## src/design/svd_pkg.sv

```systemverilog
// ----------------------------------------------------------------------------
// svd_pkg: shared types and constants of the soft-decision Viterbi decoder
// Holds default sizes, register indexes, reset values, the controller state
// type and the soft quantizer.
// ----------------------------------------------------------------------------
`default_nettype none

package svd_pkg;

  localparam int CONSTRAINT_LEN_DEF = 7;
  localparam int TRACE_DEPTH_DEF    = 35;
  localparam int METRIC_BITS_DEF    = 24;

  localparam int CFG_W     = 7;
  localparam int CFG_IDX_W = 2;
  localparam int SAMPLE_W  = 8;
  localparam int SOFT_W    = 3;

  localparam logic [CFG_IDX_W-1:0] REG_POLY_FIRST  = 2'd0;
  localparam logic [CFG_IDX_W-1:0] REG_POLY_SECOND = 2'd1;
  localparam logic [CFG_IDX_W-1:0] REG_QUANT_STEP  = 2'd2;

  localparam logic [CFG_W-1:0] POLY_FIRST_RST  = 7'd121;
  localparam logic [CFG_W-1:0] POLY_SECOND_RST = 7'd91;
  localparam logic [CFG_W-1:0] QUANT_STEP_RST  = 7'd8;

  typedef enum logic [2:0] {
    ST_CLEAR,
    ST_IDLE,
    ST_ACS,
    ST_SEARCH,
    ST_TRACE,
    ST_EMIT
  } svd_state_t;

  // Three-bit soft value: 7 is a confident one, 0 a confident zero.
  function automatic logic [SOFT_W-1:0] quantize(input logic signed [SAMPLE_W-1:0] x,
                                                 input logic [CFG_W-1:0] d);
    logic signed [10:0] xs;
    logic signed [10:0] d1;
    logic signed [10:0] d2;
    logic signed [10:0] d3;
    logic [SOFT_W-1:0]  q;
    xs = {{3{x[SAMPLE_W-1]}}, x};
    d1 = {4'b0000, d};
    d2 = d1 <<< 1;
    d3 = d1 + d2;
    if (xs < -d3)      q = 3'd7;
    else if (xs < -d2) q = 3'd6;
    else if (xs < -d1) q = 3'd5;
    else if (xs < 0)   q = 3'd4;
    else if (xs < d1)  q = 3'd3;
    else if (xs < d2)  q = 3'd2;
    else if (xs < d3)  q = 3'd1;
    else               q = 3'd0;
    return q;
  endfunction

endpackage

`default_nettype wire

```

## src/design/svd_acs_cell.sv

```systemverilog
// ----------------------------------------------------------------------------
// svd_acs_cell: add-compare-select cell for one trellis state
// Holds the path metric of its state, scores both incoming branches and
// hands the winning predecessor to the survivor store.
// ----------------------------------------------------------------------------
`default_nettype none

module svd_acs_cell #(
  parameter int CONSTRAINT_LEN = svd_pkg::CONSTRAINT_LEN_DEF,
  parameter int METRIC_BITS    = svd_pkg::METRIC_BITS_DEF,
  parameter int STATE          = 0
) (
  input  wire logic                        clk,
  input  wire logic                        rst,
  input  wire logic                        update,
  input  wire logic                        restart,
  input  wire logic [METRIC_BITS-1:0]      pm0_in,
  input  wire logic [METRIC_BITS-1:0]      pm1_in,
  input  wire logic [CONSTRAINT_LEN-1:0]   poly_a,
  input  wire logic [CONSTRAINT_LEN-1:0]   poly_b,
  input  wire logic [svd_pkg::SOFT_W-1:0]  q0,
  input  wire logic [svd_pkg::SOFT_W-1:0]  q1,
  input  wire logic                        tail,
  input  wire logic [CONSTRAINT_LEN-1:0]   limit,
  output logic      [METRIC_BITS-1:0]      pm,
  output logic      [CONSTRAINT_LEN-2:0]   surv,
  output logic                             surv_we
);

  localparam int M      = CONSTRAINT_LEN - 1;
  localparam int NUM_ST = 1 << M;
  localparam int BIT    = (STATE >> (M - 1)) & 1;
  localparam int J0     = (STATE * 2) % NUM_ST;
  localparam logic [M-1:0] PRED0 = M'(J0);
  localparam logic [M-1:0] PRED1 = M'(J0 + 1);
  localparam logic [METRIC_BITS-1:0] METRIC_MAX = {METRIC_BITS{1'b1}};

  logic [CONSTRAINT_LEN-1:0] reg0, reg1;
  logic [3:0]                bm0, bm1;
  logic [METRIC_BITS:0]      sum0_w, sum1_w;
  logic [METRIC_BITS-1:0]    sum0, sum1, best0;
  logic                      ok0, ok1, take0, take1;

  function automatic logic [3:0] score(input logic [CONSTRAINT_LEN-1:0] r,
                                       input logic [CONSTRAINT_LEN-1:0] pa,
                                       input logic [CONSTRAINT_LEN-1:0] pb,
                                       input logic [2:0] a, input logic [2:0] b);
    logic [2:0] ma, mb;
    ma = (^(r & pa)) ? 3'd7 - a : a;
    mb = (^(r & pb)) ? 3'd7 - b : b;
    return {1'b0, ma} + {1'b0, mb};
  endfunction

  always_comb begin
    reg0   = {1'(BIT), PRED0};
    reg1   = {1'(BIT), PRED1};
    bm0    = score(reg0, poly_a, poly_b, q0, q1);
    bm1    = score(reg1, poly_a, poly_b, q0, q1);
    sum0_w = {1'b0, pm0_in} + (METRIC_BITS+1)'(bm0);
    sum1_w = {1'b0, pm1_in} + (METRIC_BITS+1)'(bm1);
    sum0   = sum0_w[METRIC_BITS] ? METRIC_MAX : sum0_w[METRIC_BITS-1:0];
    sum1   = sum1_w[METRIC_BITS] ? METRIC_MAX : sum1_w[METRIC_BITS-1:0];
    // During the flush only input-zero branches from the shrinking low set count.
    ok0    = !tail || (BIT == 0 && {1'b0, PRED0} < limit);
    ok1    = !tail || (BIT == 0 && {1'b0, PRED1} < limit);
    take0  = ok0 && (sum0 < METRIC_MAX);
    best0  = take0 ? sum0 : METRIC_MAX;
    take1  = ok1 && (sum1 < best0);
    surv    = take1 ? PRED1 : PRED0;
    surv_we = take0 || take1;
  end

  always_ff @(posedge clk) begin
    if (rst || restart) begin
      pm <= (STATE == 0) ? '0 : METRIC_MAX;
    end else if (update) begin
      pm <= take1 ? sum1 : best0;
    end
  end

endmodule

`default_nettype wire

```

## config.mk

```make
export PLATFORM = sky130hd
export DESIGN_NAME = svd_acs_cell
export DESIGN_NICKNAME = d
export VERILOG_FILES = /design/src/design/svd_pkg.sv /design/src/design/svd_acs_cell.sv
export SDC_FILE = /design/constraint.sdc
export NUM_CORES = 1
export LEC_CHECK = 0
export BUFFER_PORTS_ARGS = -buffer_cell sky130_fd_sc_hd__buf_4
export CORE_MARGIN = 5
export CORE_UTILIZATION = 56
export DETAILED_ROUTE_END_ITERATION = 8
export PLACE_DENSITY_LB_ADDON = 0.25
export SLEW_MARGIN = 30
export SYNTH_ARGS = -nofsm -noshare
export SYNTH_HDL_FRONTEND = slang
export SYNTH_SLANG_ARGS = --single-unit
```

## constraint.sdc

```tcl
create_clock -name clk -period 15.89 [get_ports clk]
set_clock_uncertainty 0.05 [all_clocks]
set_input_delay 3.178 -clock clk [delete_from_list [all_inputs] [get_ports clk]]
set_output_delay 3.178 -clock clk [all_outputs]
set_load 0.05 [all_outputs]
```

# [Word-level counts from Yosys, hierarchy flattened]
# Cells that the tools add are included.
[classes] n_reduce_logical=9 n_lt_le_gt_ge=4 muxes=7 add_sub_neg=6
[ops] cell="$mux 24" n=4
[ops] cell="$add 24x4->25" n=2
[ops] cell="$lt 24x24->1" n=1
[ops] cell="$lt 24x24->1 const B" n=1
[ops] cell="$lt 1x7->1 const A" n=2
[ops] cell="$reduce_xor 7->1" n=2
[ops] cell="$add 3x3->4" n=2
[ops] cell="$mux 3" n=2
[ops] cell="$sub 3x3->3 const A" n=2
[ops] cell="$logic_or 1x1->1" n=4
[ops] cell="$logic_and 1x1->1" n=2
[ops] cell="$logic_not 1->1" n=1
[ops] cell="$mux 1" n=1
[totals] in_bits=80 word_cells=27 register_bits=24

# [Logic depth before layout (Yosys ltp)]
[depth] depth_word=9 depth_mapped=21

# [Least setup slack after synthesis]
# No wires, ideal clock.
[synth_path] path_kind="input-to-output" startpoint="input poly_a[0]" endpoint="output surv_we" slack_ns=5.395 required_ns=12.662 cell_stages=18 arrival_time_ns=7.267 cell_sequence="xnor2_1 > fa_1 > inv_1 > ha_1 > and3_4 > o2111a_1 > buf_2 > nand3_1 > clkbuf_1 > o21ai_0 > ha_1 > a2111oi_0 > o21ai_1 > o221ai_1 > o211a_1 > o21ai_2 > clkbuf_1 > o21ai_1"
[synth_via] elab_chain_cells=8
[synth_rtl] item="from (decl)" line="svd_acs_cell.sv:19" source="input wire logic [CONSTRAINT_LEN-1:0] poly_a,"
[synth_rtl] item="$reduce_xor 7->1" line="svd_acs_cell.sv:49" source="ma = (^(r & pa)) ? 3'd7 - a : a;"
[synth_rtl] item="$mux 3" line="svd_acs_cell.sv:49"
[synth_rtl] item="$add 3x3->4" line="svd_acs_cell.sv:51" source="return {1'b0, ma} + {1'b0, mb};"
[synth_rtl] item="$add 24x4->25" line="svd_acs_cell.sv:60" source="sum1_w = {1'b0, pm1_in} + (METRIC_BITS+1)'(bm1);"
[synth_rtl] item="$mux 24" line="svd_acs_cell.sv:62" source="sum1 = sum1_w[METRIC_BITS] ? METRIC_MAX : sum1_w[METRIC_BITS-1:0];"
[synth_rtl] item="$lt 24x24->1" line="svd_acs_cell.sv:68" source="take1 = ok1 && (sum1 < best0);"
[synth_rtl] item="$logic_and 1x1->1" line="svd_acs_cell.sv:68"
[synth_rtl] item="$logic_or 1x1->1" line="svd_acs_cell.sv:70" source="surv_we = take0 || take1;"
[synth_rtl] item="to (decl)" line="svd_acs_cell.sv:27" source="output logic surv_we"
# Every way passes these cells.

# [Worst setup path after layout]
[layout_path] startpoint="input poly_a[0]" endpoint="output surv[0]"
[layout_via] elab_chain_cells=8
[layout_rtl] item="$reduce_xor 7->1" line="svd_acs_cell.sv:49"
[layout_rtl] item="$mux 3" line="svd_acs_cell.sv:49"
[layout_rtl] item="$add 3x3->4" line="svd_acs_cell.sv:51"
[layout_rtl] item="$add 24x4->25" line="svd_acs_cell.sv:60"
[layout_rtl] item="$mux 24" line="svd_acs_cell.sv:62"
[layout_rtl] item="$lt 24x24->1" line="svd_acs_cell.sv:68"
[layout_rtl] item="$logic_and 1x1->1" line="svd_acs_cell.sv:68"
[layout_rtl] item="$mux 1" line="svd_acs_cell.sv:69" source="surv = take1 ? PRED1 : PRED0;"
[layout_rtl] item="to (decl)" line="svd_acs_cell.sv:26" source="output logic [CONSTRAINT_LEN-2:0] surv,"
# Every way passes these cells.

==> reports/metrics.cfg <==
[worst_setup_path]
cpPeakStageDelay_ps=620
timing.critical_path.mode_cell=buf_4
cp.arrival_ps=8340
cp.required_ps=12660
cp-end-kind=primary output
cp_max_fo=23
startpoint_type=input port
path_class=in2out
path_cells=buf_4 > xnor2_1 > fa_1 > inv_1 > ha_1 > and3_4 > o2111a_1 > nand3_1 > o21ai_0 > ha_1 > a2111oi_0 > o21ai_1 > o221ai_1 > o211a_1 > o21ai_2 > buf_4 > inv_2 > buf_4
cp_slowest_cell=nand3_1

[layout]
seqCellArea_sq_um=480.5
fillers=476
area_delta_synth_final_pct=23.39
antenna_cells=0
drive_gt1_frac=0.2113
reg_top3=pm x24
largest_register_ffs=24
final_cell_area_sq_um=4013
fin_nets=648
top_register=pm
final_core_util=0.7199
multiInputGateArea_sq_um=2546

[synthesis]
yosysWarnings=0
synth-main-ff-cell=dfxtp_1
netlist.area_leader.share=0.1477
synth_area_per_cell_sq_um=7.242
synth_area_sq_um=3252
synth_top_area_cell=dfxtp_1
ys_ff_latch=24
netlist_instances=449
synthDistinctLibCells=57
synth_edf_count=0
yosys-top-cells-area=dfxtp_1 (15%), ha_1 (11%), nand2_1 (5.7%), nor2_1 (5.7%), xnor2_1 (5.7%)
yosysSeqAreaShare=0.1477
async_flop_share=0

[sta]
period_minus_slack_ps=11570
hold_violations=0
drv_slew=0
relSlewSlack=0.4847
setup-tns-final_ps=0
grt_setup_unrepaired=false
fin_crit_sh=0.7279
max_freq_ghz=0.08646
worst_pin_slew_ps=770.9
setup_viol=0

[route]
wl_per_cell_microns=16.24
drc=0
wl_microns=9778
drt_iter0_drc=300
via_per_inst=5.972
ant_nets=0
vias=3595
dr.pass1.iters=8

[clock_network]
numCtsBuffers=3
postCtsResizedCells=0
post_cts_buffers=0
cts_root_buf=clkbuf_8
cts.hold.buffers_added=0
clock-sinks=24
tritoncts=built
clk_pin_slew_worst_paths_ps=90
clockBufferDepth=2
clk_latency_ps=270
cts_max_level=1

[global_routing]
grt_remaining_overflow=0
grt_pass1_wl_microns=15750
grt_start_max_net_pins=24
grtUsageTotal=0.2569
grt_pass1_vias=3427
grt_antenna_before_repair=0

[outcome]
status=finished clean

[die]
die_h_microns=86.21
chipWidth_microns=86.21
die_area_sq_um=7431
rows=27
start_util=0.5834
top_level_ports=111
core-area_sq_um=5574

[flow_run]
max_cap_violations=0

[placement]
routabilityCongestion=0.9238
portBuffers=93
dp_hpwl_microns=8211
place_area_sq_um=3958

[pwr]
leakage_nw=1.908
powerDensity_nw_per_um2=63.66
power_w=0.0002555
ir_drop_mv=0.04097

[worst_hold_path]
min_path_type=reg2reg

==> cells in the final DEF (no fill, tap or decap), drive strengths merged, types with 2 or more instances in the layout <==
master	Yosys	final
o2111a	2	2
dfxtp	24	24
inv	33	33
a21o	2	2
ha	29	29
a22o	5	5
and3	16	16
buf	13	95
or3	10	10
nand2b	2	2
o211a	3	3
a2111oi	2	2
conb	1	5
nand4	9	9
nor2b	5	5
a31oi	14	14
o32ai	3	3
a31o	2	2
nand3	27	27
a21oi	16	16
o2111ai	4	4
nor4	2	2
fa	8	8
xnor2	21	21
and4	3	3
o31ai	9	9
nor3	14	14
nor2	49	49
clkbuf	9	4
nand2	49	49
o21ai	18	18
and2	13	13
xor2	18	18
==> final timing paths <==
kind,cells after the start,to,slack (ps),start
worst max register to register,3,pm[16],15070,pm[16]
worst max-delay path,18,surv[0],4320,poly_a[0]
worst min register to register,2,pm[23],430,pm[23]
worst min-delay path,2,pm[23],430,pm[23]
==> metrics by stage <==
| stage | cells | hold WS (ps) | worst slack, ps |
|---|---|---|---|
| detailed placement | 598 | 425.5 | 4386 |
| CTS | 602 | 439.3 | 4379 |
| finish | 602 | 434.9 | 4323 |
| global placement | 598 | 417.8 | 4476 |
| global route | 602 | 455.9 | 3946 |
| floorplan | 453 | 642.0 | 5395 |
==> worst max-delay path: cells and delay by family <==
family,cells,cell delay (ps)
AND/OR/NAND/NOR,2,820
buffers and inverters,5,990
AO/OA/AOI/OAI,7,2030
XOR/XNOR,1,140
adder cells (fa/ha/maj),3,1170
==> synthesized netlist by cell type, types with 2 or more instances <==
library cell and n:
inv_1 32, nor2b_1 5, nor4_1 2, ha_1 29
fa_1 8, buf_2 6, a31o_2 2, a31oi_1 14
and2_1 13, o21ai_1 6, buf_4 6, xor2_1 18
nand2_1 49, a21o_1 2, clkbuf_1 9, and3_1 15
or3_1 9, o31ai_1 8, nor3_1 14, nand4_1 9
nand2b_1 2, o2111ai_1 4, dfxtp_1 24, xnor2_1 21
o211a_1 3, o21ai_0 11, nor2_1 49, o32ai_2 2
a21oi_1 16, a22o_1 5, o2111a_1 2, and4_1 3
nand3_1 27
==> power by group <==
group           total, W  switching (W)  internal, W
Sequential     0.0000656     0.00000205    0.0000636
Clock          0.0000435      0.0000213    0.0000222
Combinational   0.000146      0.0000873    0.0000591
==> cell type report <==
cell class | instances | area share
multi-input cells | 373 | 0.6345
repair buffers | 95 | 0.1777
flip-flops and latches | 24 | 0.1197
inverters | 34 | 0.03181
well taps | 72 | 0.02245
clock buffers | 4 | 0.01372
==> logic make-up (layout without fill, tap and decap cells) <==
kind of cell,after synthesis,count (layout),share of synthesized area
AND/OR/NAND/NOR,202,202,0.3044
AO/OA/AOI/OAI,89,89,0.2012
buffers and inverters,56,133,0.07618
XOR/XNOR,39,39,0.1050
adder cells (fa/ha/maj),37,37,0.1608
flip-flops,24,24,0.1477
other,1,5,0.001153
multiplexers,1,1,0.003463
==> metal layers <==
| metal | track usage | up-vias | wire length [microns] |
|---|---|---|---|
| met3 | 0.03992 | 26 | 685 |
| met4 | 0.09348 | 0 | 320 |
| met1 | 0.3299 | 1672 | 4151 |
| met2 | 0.4352 | 151 | 4620 |
| met5 | 0 | - | 0 |
| li1 | - | 1746 | - |
Power figures use the tool's default switching activity.
